[src/hdl/potential_field_velocity_command_unit_macros.svh]
// Assertion macros for the potential field velocity command unit.
`ifndef POTENTIAL_FIELD_VELOCITY_COMMAND_UNIT_MACROS_SVH
`define POTENTIAL_FIELD_VELOCITY_COMMAND_UNIT_MACROS_SVH
`ifndef SYNTHESIS
// Same-cycle implication, checked outside reset.
`define PFVC_ASSERT_IMPL(lbl, ante, cons) \
  lbl: assert property (@(posedge clk) disable iff (rst) (ante) |-> (cons)) \
    else $error("%m: check failed");
// Next-cycle implication, checked outside reset.
`define PFVC_ASSERT_NEXT(lbl, ante, cons) \
  lbl: assert property (@(posedge clk) disable iff (rst) (ante) |=> (cons)) \
    else $error("%m: check failed");
`else
`define PFVC_ASSERT_IMPL(lbl, ante, cons)
`define PFVC_ASSERT_NEXT(lbl, ante, cons)
`endif
`endif

[src/hdl/pfvc_pkg.sv]
// Package with types and constants of the potential field velocity command unit.
`timescale 1ns / 1ps
package pfvc_pkg;

  localparam int FRAC_BITS_DEF = 16;

  // Iteration counts of the shared arithmetic units.
  localparam int MUL_STEPS  = 32;
  localparam int DIV_STEPS  = 64;
  localparam int SQRT_STEPS = 33;

  // Configuration register indexes.
  localparam logic [2:0] REG_TARGET_X  = 3'd0;
  localparam logic [2:0] REG_TARGET_Y  = 3'd1;
  localparam logic [2:0] REG_MAX_SPEED = 3'd2;
  localparam logic [2:0] REG_SAFE_DIST = 3'd3;
  localparam logic [2:0] REG_ARRIVAL   = 3'd4;
  localparam logic [2:0] REG_GAIN      = 3'd5;

  // Sequencer states.
  typedef enum logic [13:0] {
    S_IDLE = 14'b00000000000001,
    S_OBS  = 14'b00000000000010,
    S_LAST = 14'b00000000000100,
    S_SQX  = 14'b00000000001000,
    S_SQY  = 14'b00000000010000,
    S_SQRT = 14'b00000000100000,
    S_GAIN = 14'b00000001000000,
    S_RMUL = 14'b00000010000000,
    S_RDIV = 14'b00000100000000,
    S_MULX = 14'b00001000000000,
    S_DIVX = 14'b00010000000000,
    S_MULY = 14'b00100000000000,
    S_DIVY = 14'b01000000000000,
    S_OUT  = 14'b10000000000000
  } state_t;

  // Which vector the distance and scaling chain is working on.
  typedef enum logic [2:0] {
    PH_ATTR  = 3'b001,
    PH_REP   = 3'b010,
    PH_FINAL = 3'b100
  } phase_t;

endpackage

[src/hdl/potential_field_velocity_command_unit.sv]
// Potential field velocity command unit: sequencer with shared multiply, divide and root units.
`timescale 1ns / 1ps
`include "potential_field_velocity_command_unit_macros.svh"
// Use: a control tick arrives as a run of requests on the in_valid/in_ready
// channel; each request carries the position, at most one obstacle and a
// last mark. The first request of a tick latches the position and loads the
// attraction velocity toward the target; each request with an obstacle inside
// the safe distance adds a repulsion; the last request clamps the speed and
// sends one result (vel_x, vel_y, arrived) on out_valid/out_ready.
// Registers are to be written over the APB port only while the block is idle;
// the block itself does not enforce this. It takes one request at a time,
// paced by the bit-serial units: a 32-step multiplier, a 64-step divider
// and a 33-step square root, one running at a time under the sequencer.
// A finished result sits in the output register; the next request is taken
// while it waits, and the block stalls only when a second result is ready
// before the first is taken. Reset restores the register defaults, ends any
// open tick and drops any pending result.
module potential_field_velocity_command_unit
  import pfvc_pkg::*;
#(
  parameter int FRAC_BITS = FRAC_BITS_DEF
) (
  input  logic               clk,
  input  logic               rst,
  input  logic               psel,
  input  logic               penable,
  input  logic               pwrite,
  input  logic [4:0]         paddr,
  input  logic [31:0]        pwdata,
  output logic [31:0]        prdata,
  output logic               pready,
  input  logic               in_valid,
  output logic               in_ready,
  input  logic signed [31:0] pos_x,
  input  logic signed [31:0] pos_y,
  input  logic signed [31:0] obs_x,
  input  logic signed [31:0] obs_y,
  input  logic               obs_valid,
  input  logic               last,
  output logic               out_valid,
  input  logic               out_ready,
  output logic signed [31:0] vel_x,
  output logic signed [31:0] vel_y,
  output logic               arrived
);

  localparam logic [31:0] TARGET_RST = 32'(10 << FRAC_BITS);
  localparam logic [30:0] MAX_RST    = 31'(5 << FRAC_BITS);
  localparam logic [30:0] SAFE_RST   = 31'(2 << FRAC_BITS);
  localparam logic [30:0] ARR_RST    = 31'(1 << (FRAC_BITS - 1));
  localparam logic [20:0] GAIN_RST   = 21'(1 << (FRAC_BITS - 1));

  // Configuration registers.
  logic signed [31:0] target_x, target_y;
  logic [30:0] speed_cap, safe_rad, arrive_rad;
  logic [20:0] approach_gain;

  // Tick state.
  logic signed [31:0] acc_vx, acc_vy, held_x, held_y;
  logic in_tick, arrived_flag;

  // Latched request.
  logic signed [31:0] obs_x_l, obs_y_l;
  logic obs_v_l, last_l;

  // Working registers of the chain.
  state_t state;
  phase_t phase;
  logic [31:0] ux, uy;
  logic sx, sy;
  logic [33:0] norm_len;
  logic [30:0] factor;
  logic [65:0] sum_sq;
  logic signed [31:0] res_x;

  // Shared unit registers.
  logic [5:0]  cnt;
  logic [65:0] mul_acc, mul_a;
  logic [31:0] mul_b;
  logic [63:0] div_q;
  logic [33:0] div_r, div_d;
  logic [65:0] sq_rad;
  logic [35:0] sq_rem;
  logic [32:0] sq_root;

  // Unit next values.
  logic [65:0] mul_acc_next;
  logic [34:0] div_t, div_diff;
  logic        div_ge;
  logic [33:0] div_r_next;
  logic [63:0] div_q_next;
  logic [35:0] sq_t, sq_trial;
  logic        sq_ge;
  logic [35:0] sq_rem_next;
  logic [32:0] sq_root_next;

  // Helpers for the request path.
  logic signed [32:0] dx, dy, rx, ry;
  logic [65:0] gain_spd;
  logic signed [31:0] res_y;
  logic mul_done, div_done, sq_done;

  function automatic logic [31:0] mag33(input logic signed [32:0] v);
    logic signed [32:0] n;
    n = -v;
    return v[32] ? n[31:0] : v[31:0];
  endfunction

  function automatic logic signed [31:0] with_sign(input logic [31:0] q, input logic s);
    return s ? 32'(-q) : q;
  endfunction

  function automatic logic signed [31:0] sat_add(input logic signed [31:0] a,
                                                input logic signed [31:0] b);
    logic signed [32:0] s;
    s = 33'(a) + 33'(b);
    if (s > 33'sd2147483647) begin
      return 32'sh7fffffff;
    end else if (s < -33'sd2147483648) begin
      return 32'sh80000000;
    end
    return s[31:0];
  endfunction

  // APB port.
  assign pready = 1'b1;

  always_comb begin
    unique case (paddr[4:2])
      REG_TARGET_X:  prdata = target_x;
      REG_TARGET_Y:  prdata = target_y;
      REG_MAX_SPEED: prdata = {1'b0, speed_cap};
      REG_SAFE_DIST: prdata = {1'b0, safe_rad};
      REG_ARRIVAL:   prdata = {1'b0, arrive_rad};
      REG_GAIN:      prdata = {11'b0, approach_gain};
      default:       prdata = '0;
    endcase
  end

  always_ff @(posedge clk) begin
    if (rst) begin
      target_x      <= TARGET_RST;
      target_y      <= TARGET_RST;
      speed_cap     <= MAX_RST;
      safe_rad      <= SAFE_RST;
      arrive_rad    <= ARR_RST;
      approach_gain <= GAIN_RST;
    end else if (psel && penable && pwrite && pready) begin
      unique case (paddr[4:2])
        REG_TARGET_X:  target_x <= pwdata;
        REG_TARGET_Y:  target_y <= pwdata;
        REG_MAX_SPEED: speed_cap <= pwdata[30:0];
        REG_SAFE_DIST: safe_rad <= pwdata[30:0];
        REG_ARRIVAL:   arrive_rad <= pwdata[30:0];
        REG_GAIN:      approach_gain <= pwdata[20:0];
        default: ;
      endcase
    end
  end

  // One step of the shift-add multiplier, restoring divider and square root.
  always_comb begin
    mul_acc_next = mul_b[0] ? mul_acc + mul_a : mul_acc;
    div_t        = {div_r, div_q[63]};
    div_diff     = div_t - {1'b0, div_d};
    div_ge       = div_t >= {1'b0, div_d};
    div_r_next   = div_ge ? div_diff[33:0] : div_t[33:0];
    div_q_next   = {div_q[62:0], div_ge};
    sq_t         = {sq_rem[33:0], sq_rad[65:64]};
    sq_trial     = {1'b0, sq_root, 2'b01};
    sq_ge        = sq_t >= sq_trial;
    sq_rem_next  = sq_ge ? sq_t - sq_trial : sq_t;
    sq_root_next = {sq_root[31:0], sq_ge};
  end

  assign mul_done = cnt == 6'(MUL_STEPS - 1);
  assign div_done = cnt == 6'(DIV_STEPS - 1);
  assign sq_done  = cnt == 6'(SQRT_STEPS - 1);

  // Difference vectors for attraction and repulsion.
  assign dx = {target_x[31], target_x} - {pos_x[31], pos_x};
  assign dy = {target_y[31], target_y} - {pos_y[31], pos_y};
  assign rx = {held_x[31], held_x} - {obs_x_l[31], obs_x_l};
  assign ry = {held_y[31], held_y} - {obs_y_l[31], obs_y_l};
  assign gain_spd = mul_acc_next >> FRAC_BITS;
  assign res_y = with_sign(div_q_next[31:0], sy);

  assign in_ready = state == S_IDLE;

  // Sequencer and data path.
  always_ff @(posedge clk) begin
    if (rst) begin
      state        <= S_IDLE;
      phase        <= PH_ATTR;
      in_tick      <= 1'b0;
      arrived_flag <= 1'b0;
      acc_vx       <= '0;
      acc_vy       <= '0;
      held_x       <= '0;
      held_y       <= '0;
      out_valid    <= 1'b0;
      cnt          <= '0;
    end else begin
      // The units step every cycle; a launch below overrides.
      cnt     <= cnt + 6'd1;
      mul_acc <= mul_acc_next;
      mul_a   <= {mul_a[64:0], 1'b0};
      mul_b   <= {1'b0, mul_b[31:1]};
      div_q   <= div_q_next;
      div_r   <= div_r_next;
      sq_rad  <= {sq_rad[63:0], 2'b00};
      sq_rem  <= sq_rem_next;
      sq_root <= sq_root_next;

      if (out_valid && out_ready) begin
        out_valid <= 1'b0;
      end

      unique case (state)
        S_IDLE: begin
          if (in_valid) begin
            obs_x_l <= obs_x;
            obs_y_l <= obs_y;
            obs_v_l <= obs_valid;
            last_l  <= last;
            if (!in_tick) begin
              held_x  <= pos_x;
              held_y  <= pos_y;
              ux      <= mag33(dx);
              uy      <= mag33(dy);
              sx      <= dx[32];
              sy      <= dy[32];
              phase   <= PH_ATTR;
              mul_acc <= '0;
              mul_a   <= 66'(mag33(dx));
              mul_b   <= mag33(dx);
              cnt     <= '0;
              state   <= S_SQX;
            end else begin
              state <= S_OBS;
            end
          end
        end
        S_OBS: begin
          if (obs_v_l) begin
            ux      <= mag33(rx);
            uy      <= mag33(ry);
            sx      <= rx[32];
            sy      <= ry[32];
            phase   <= PH_REP;
            mul_acc <= '0;
            mul_a   <= 66'(mag33(rx));
            mul_b   <= mag33(rx);
            cnt     <= '0;
            state   <= S_SQX;
          end else begin
            state <= S_LAST;
          end
        end
        S_LAST: begin
          if (last_l) begin
            ux      <= mag33({acc_vx[31], acc_vx});
            uy      <= mag33({acc_vy[31], acc_vy});
            sx      <= acc_vx[31];
            sy      <= acc_vy[31];
            phase   <= PH_FINAL;
            mul_acc <= '0;
            mul_a   <= 66'(mag33({acc_vx[31], acc_vx}));
            mul_b   <= mag33({acc_vx[31], acc_vx});
            cnt     <= '0;
            state   <= S_SQX;
          end else begin
            state <= S_IDLE;
          end
        end
        S_SQX: begin
          if (mul_done) begin
            sum_sq  <= mul_acc_next;
            mul_acc <= '0;
            mul_a   <= 66'(uy);
            mul_b   <= uy;
            cnt     <= '0;
            state   <= S_SQY;
          end
        end
        S_SQY: begin
          if (mul_done) begin
            sq_rad  <= sum_sq + mul_acc_next;
            sq_rem  <= '0;
            sq_root <= '0;
            cnt     <= '0;
            state   <= S_SQRT;
          end
        end
        S_SQRT: begin
          if (sq_done) begin
            norm_len <= {1'b0, sq_root_next};
            unique case (phase)
              PH_ATTR: begin
                in_tick      <= 1'b1;
                arrived_flag <= sq_root_next < {2'b0, arrive_rad};
                acc_vx       <= '0;
                acc_vy       <= '0;
                if (sq_root_next >= {2'b0, arrive_rad} && sq_root_next != '0) begin
                  mul_acc <= '0;
                  mul_a   <= 66'(sq_root_next);
                  mul_b   <= {11'b0, approach_gain};
                  cnt     <= '0;
                  state   <= S_GAIN;
                end else begin
                  state <= S_OBS;
                end
              end
              PH_REP: begin
                if (sq_root_next < {2'b0, safe_rad} && sq_root_next != '0) begin
                  mul_acc <= '0;
                  mul_a   <= 66'(safe_rad - sq_root_next[30:0]);
                  mul_b   <= {1'b0, speed_cap};
                  cnt     <= '0;
                  state   <= S_RMUL;
                end else begin
                  state <= S_LAST;
                end
              end
              PH_FINAL: begin
                if (sq_root_next > {2'b0, speed_cap}) begin
                  factor  <= speed_cap;
                  mul_acc <= '0;
                  mul_a   <= 66'(ux);
                  mul_b   <= {1'b0, speed_cap};
                  cnt     <= '0;
                  state   <= S_MULX;
                end else begin
                  res_x  <= acc_vx;
                  sum_sq <= 66'(unsigned'(acc_vy));
                  state  <= S_OUT;
                end
              end
              default: state <= S_IDLE;
            endcase
          end
        end
        S_GAIN: begin
          if (mul_done) begin
            // Approach speed is the gain times distance, limited to max speed.
            if (gain_spd > 66'(speed_cap)) begin
              factor <= speed_cap;
              mul_b  <= {1'b0, speed_cap};
            end else begin
              factor <= gain_spd[30:0];
              mul_b  <= {1'b0, gain_spd[30:0]};
            end
            mul_acc <= '0;
            mul_a   <= 66'(ux);
            cnt     <= '0;
            state   <= S_MULX;
          end
        end
        S_RMUL: begin
          if (mul_done) begin
            div_q <= mul_acc_next[63:0];
            div_r <= '0;
            div_d <= {3'b0, safe_rad};
            cnt   <= '0;
            state <= S_RDIV;
          end
        end
        S_RDIV: begin
          if (div_done) begin
            factor  <= div_q_next[30:0];
            mul_acc <= '0;
            mul_a   <= 66'(ux);
            mul_b   <= {1'b0, div_q_next[30:0]};
            cnt     <= '0;
            state   <= S_MULX;
          end
        end
        S_MULX, S_MULY: begin
          if (mul_done) begin
            div_q <= mul_acc_next[63:0];
            div_r <= '0;
            div_d <= norm_len;
            cnt   <= '0;
            state <= (state == S_MULX) ? S_DIVX : S_DIVY;
          end
        end
        S_DIVX: begin
          if (div_done) begin
            res_x   <= with_sign(div_q_next[31:0], sx);
            mul_acc <= '0;
            mul_a   <= 66'(uy);
            mul_b   <= {1'b0, factor};
            cnt     <= '0;
            state   <= S_MULY;
          end
        end
        S_DIVY: begin
          if (div_done) begin
            unique case (phase)
              PH_ATTR: begin
                acc_vx <= res_x;
                acc_vy <= res_y;
                state  <= S_OBS;
              end
              PH_REP: begin
                acc_vx <= sat_add(acc_vx, res_x);
                acc_vy <= sat_add(acc_vy, res_y);
                state  <= S_LAST;
              end
              PH_FINAL: begin
                sum_sq <= 66'(unsigned'(res_y));
                state  <= S_OUT;
              end
              default: state <= S_IDLE;
            endcase
          end
        end
        S_OUT: begin
          // Wait until the output register is free.
          if (!out_valid || out_ready) begin
            vel_x     <= res_x;
            vel_y     <= sum_sq[31:0];
            arrived   <= arrived_flag;
            out_valid <= 1'b1;
            in_tick   <= 1'b0;
            state     <= S_IDLE;
          end
        end
        default: state <= S_IDLE;
      endcase
    end
  end

  // A request keeps the block busy for at least the next cycle.
  `PFVC_ASSERT_NEXT(a_busy_after_req, in_valid && in_ready, !in_ready)
  // A result is only sent from within an open tick.
  `PFVC_ASSERT_IMPL(a_out_in_tick, state == S_OUT, in_tick)
  // The first request of a tick latches its position.
  `PFVC_ASSERT_NEXT(a_pos_latched, in_valid && in_ready && !in_tick, held_x == $past(pos_x) && held_y == $past(pos_y))

endmodule
[config.mk]
export PLATFORM = sky130hd
export DESIGN_NAME = potential_field_velocity_command_unit
export DESIGN_NICKNAME = d
export VERILOG_FILES = /design/src/hdl/pfvc_pkg.sv /design/src/hdl/potential_field_velocity_command_unit.sv
export VERILOG_INCLUDE_DIRS = /design/src /design/src/hdl
export SDC_FILE = /design/constraint.sdc
export NUM_CORES = 2
export LEC_CHECK = 0
export ABC_AREA = 0
export ABC_CLOCK_PERIOD_IN_PS = 14900
export BUFFER_PORTS_ARGS = -buffer_cell sky130_fd_sc_hd__buf_2
export CORE_MARGIN = 2
export CORE_UTILIZATION = 45
export CTS_CLUSTER_SIZE = 30
export DETAILED_ROUTE_END_ITERATION = 8
export SETUP_SLACK_MARGIN = 0.4
export SLEW_MARGIN = 25
export SYNTH_ARGS = -nofsm -noshare
export SYNTH_HDL_FRONTEND = slang
export SYNTH_SLANG_ARGS = --single-unit
[constraint.sdc]
create_clock -name clk -period 14.9 [get_ports clk]
set_input_delay 2.98 -clock clk [delete_from_list [all_inputs] [get_ports clk]]
set_output_delay 2.98 -clock clk [all_outputs]
set_load 0.05 [all_outputs]
==> results.cfg <==
[grt]
grt_use_total_pct = 39.1
grt_max_degree = 91
grt_overflow = 0
grt_pass1_wl_microns = 507000
grt_antenna_before_repair = 29
grt_pass1_vias = 69500

[clock_network]
cts_resized = 0
root_buffer = clkbuf_16
cts_sinks = 1119
cts_buffers = 137
htreeDepth = 4
worst_skew_pair.late_latency_ps = 860
clk_pin_slew_ps = 60
cts_buffer_depth = 3
postCtsSetupRepairBufs = 0
holdBufCountCts = 0
tritoncts = done

[floorplanning]
die_area_sq_mm = 0.180
fp.dieH_microns = 424
floorplan.initialDensity_pct = 45.2
rows = 154
io-pin-count = 274
core_region_area_sq_mm = 0.176
fp.dieW_microns = 424

[setup_path]
cp-start-kind = register
critPathKind = register to register
cp_max_fo = 36
crit_arrival_ps = 9880
cp-end-kind = register
r2r.worst_path.cells = 27
r2r_setup_slack_ps = 5580
cp.required_ps = 15460
worstReg2RegStart = sq_root[27]
r2r-end = mul_b[12]

[sta]
worst_slew_pin_slew_ps = 1260
rsz0062_at_grt = no
skew_ps = 42.8
post-route-period-util_pct = 62.5
fin_hold_ws_ps = 449
maxSlewViolCount = 0
min_period_ps = 9320
setup_violations = 0
layout_setup_ws_ps = 5580
max_slew_margin_pct = 15.1
hold_viol = 0
max_freq_ghz = 0.107
setup_tns_ps = 0

[synthesis]
netlist.area_leader.share_pct = 29.8
synth_warnings = 0
syn-num-nets = 10100
yosys-top-cells-area = edfxtp_1 30%, ha_1 8.7%, dfxtp_1 8.4%, nand2_1 6.4%, a21oi_1 5.9%
seq_area_frac_synth_pct = 38.2
synthTopCellsByCount = 1362 x nand2_1, 941 x a21oi_1, 797 x nor2_1
synthArstFlopShare_pct = 0
synthCells = 9316
synth.most_common_cell = nand2_1
mappedNetlistArea_sq_mm = 0.0793
synth_edf_count = 787
avgSynthCellArea_sq_um = 8.51
synth_area_leader_cell = edfxtp_1
ys_ff_latch = 1119
yosysUniqueCellTypes = 113
synth_flop_cell = edfxtp_1

[final_layout]
n_fill_cell = 16800
layout-drive-gt1-share_pct = 8.77
fin_nets = 10200
syn2layout_area_growth_pct = 11.3

[worst_hold_path]
hold_start = held_y[0]
whs_path_depth = 2
holdCritPathClass = register to register
worstHoldEndpoint = held_y[0]

[drt]
wl_per_cell_microns = 30.4
num_vias = 75700
drtPass1Iterations = 7
drt_wl_total_microns = 361000
drc = 0
postRouteAntennaNets = 0
drt_iter0_drc = 10200
via_per_inst = 6.36

[placement]
dpl.hpwl_microns = 279000
io_buffers = 270
place_ws_ps = 5750
gp_congestion = 1.11

[job]
cap_violations = 0

[power_and_ir_drop]
cellPowerDensity_mw_per_mm2 = 161
leakage_nw = 35.9
ir_drop_mv = 0.134

[run_status]
status = completed
[layer usage]
metal | wire, microns | vias up | GRT usage, %
met1 | 151000 | 36800 | 53.7
met2 | 148000 | 4111 | 56.1
met3 | 35700 | 801 | 7.82
li1 | - | 34000 | -
met4 | 26600 | 20 | 24.5
met5 | 148 | - | 0
[worst max-delay path: stages (launching register included)]
cell and delay [ps]:
edfxtp_1 700, inv_1 170, ha_1 360, a21o_1 200, a21o_1 200, a211oi_1 590
o21ai_0 180, or4_1 490, o21ai_4 520, buf_4 490, ha_1 220, nor2b_1 50
o21ai_0 200, a21oi_1 120, o21ai_0 230, a2111oi_1 210, or4b_1 640, a221oi_1 300
buf_4 250, nor2_1 70, or2_1 420, nand2_1 630, nand2b_1 540, o21a_1 330
a2111oi_0 530, a21oi_1 140, nor2_1 120, a21oi_1 70
[layout by cell type (no fill, tap or decap), drive strengths merged, types with 156 or more instances in the layout]
master     n
a21oi    944
ha       554
nand3    156
a22oi    187
xor2     234
clkbuf   173
buf      467
inv      520
nor2     799
a21o     259
dfxtp    332
o21ai    675
edfxtp   787
xnor2    346
nand2   1362
[metrics by stage]
stage | instances | power (mW) | area [sq um] | utilization (%)
2_1_floorplan | 9316 | 8.39 | 79300 | -
3_3_place_gp | 11600 | 10.4 | 83500 | 47.5
3_5_place_dp | 11600 | 10.5 | 83500 | 47.6
4_1_cts | 11900 | 14.0 | 88100 | 50.2
5_1_grt | 11900 | 14.9 | 88200 | 50.3
6_report | 11900 | 14.2 | 88200 | 50.3
[sequential cells by signal, summed over array words and instances (netlist names), 33 cells and up]
signal    cells
div_d        33
div_q        64
div_r        34
mul_a        66
mul_acc      66
norm_len     33
sq_rad       66
sq_rem       34
sq_root      33
sum_sq       66
[worst max-delay path by stage]
stage                           start    endpoint  slack, ps  depth (start not counted)
after floorplan           sq_root[15]   sum_sq[0]       5290                         21
after global placement       div_r[0]  acc_vy[15]       6010                         34
after detailed placement     div_r[0]  acc_vy[29]       5750                         34
after CTS                    div_r[0]  acc_vy[29]       5740                         34
after global routing         div_r[0]   acc_vy[1]       5340                         34
final                     sq_root[27]   mul_b[12]       5580                         27
[cell families (layout without fill, tap and decap cells)]
family                   count (synthesis)  count (layout)  synth area share [%]
XOR/XNOR                               580             580                  6.41
other                                    1               5               0.00473
AND/OR/NAND/NOR                       3080            3080                  17.4
AO/OA/AOI/OAI                         2902            2902                  23.1
buffers and inverters                  992            1231                  4.76
multiplexers                            74              74                  1.01
adder cells (fa/ha/maj)                568             568                  9.04
flip-flops                            1119            1119                  38.2
[final cells by class]
cell class	count	area [sq um]	share of cell area, %
Clock buffer	172	3670	4.16
Timing Repair Buffer	468	2900	3.29
Antenna cell	4	10.0	0.0113
Sequential cell	1119	30300	34.3
Clock inverter	79	906	1.03
Multi-Input combinational cell	7205	45600	51.7
Tap cell	2340	2930	3.32
Inverter	512	1930	2.19
[power by group]
| part | switching [mW] | internal (mW) |
|---|---|---|
| logic | 4.20 | 2.29 |
| registers | 0.346 | 3.86 |
| clock network | 1.53 | 1.95 |
Power figures use the tool's default switching activity.
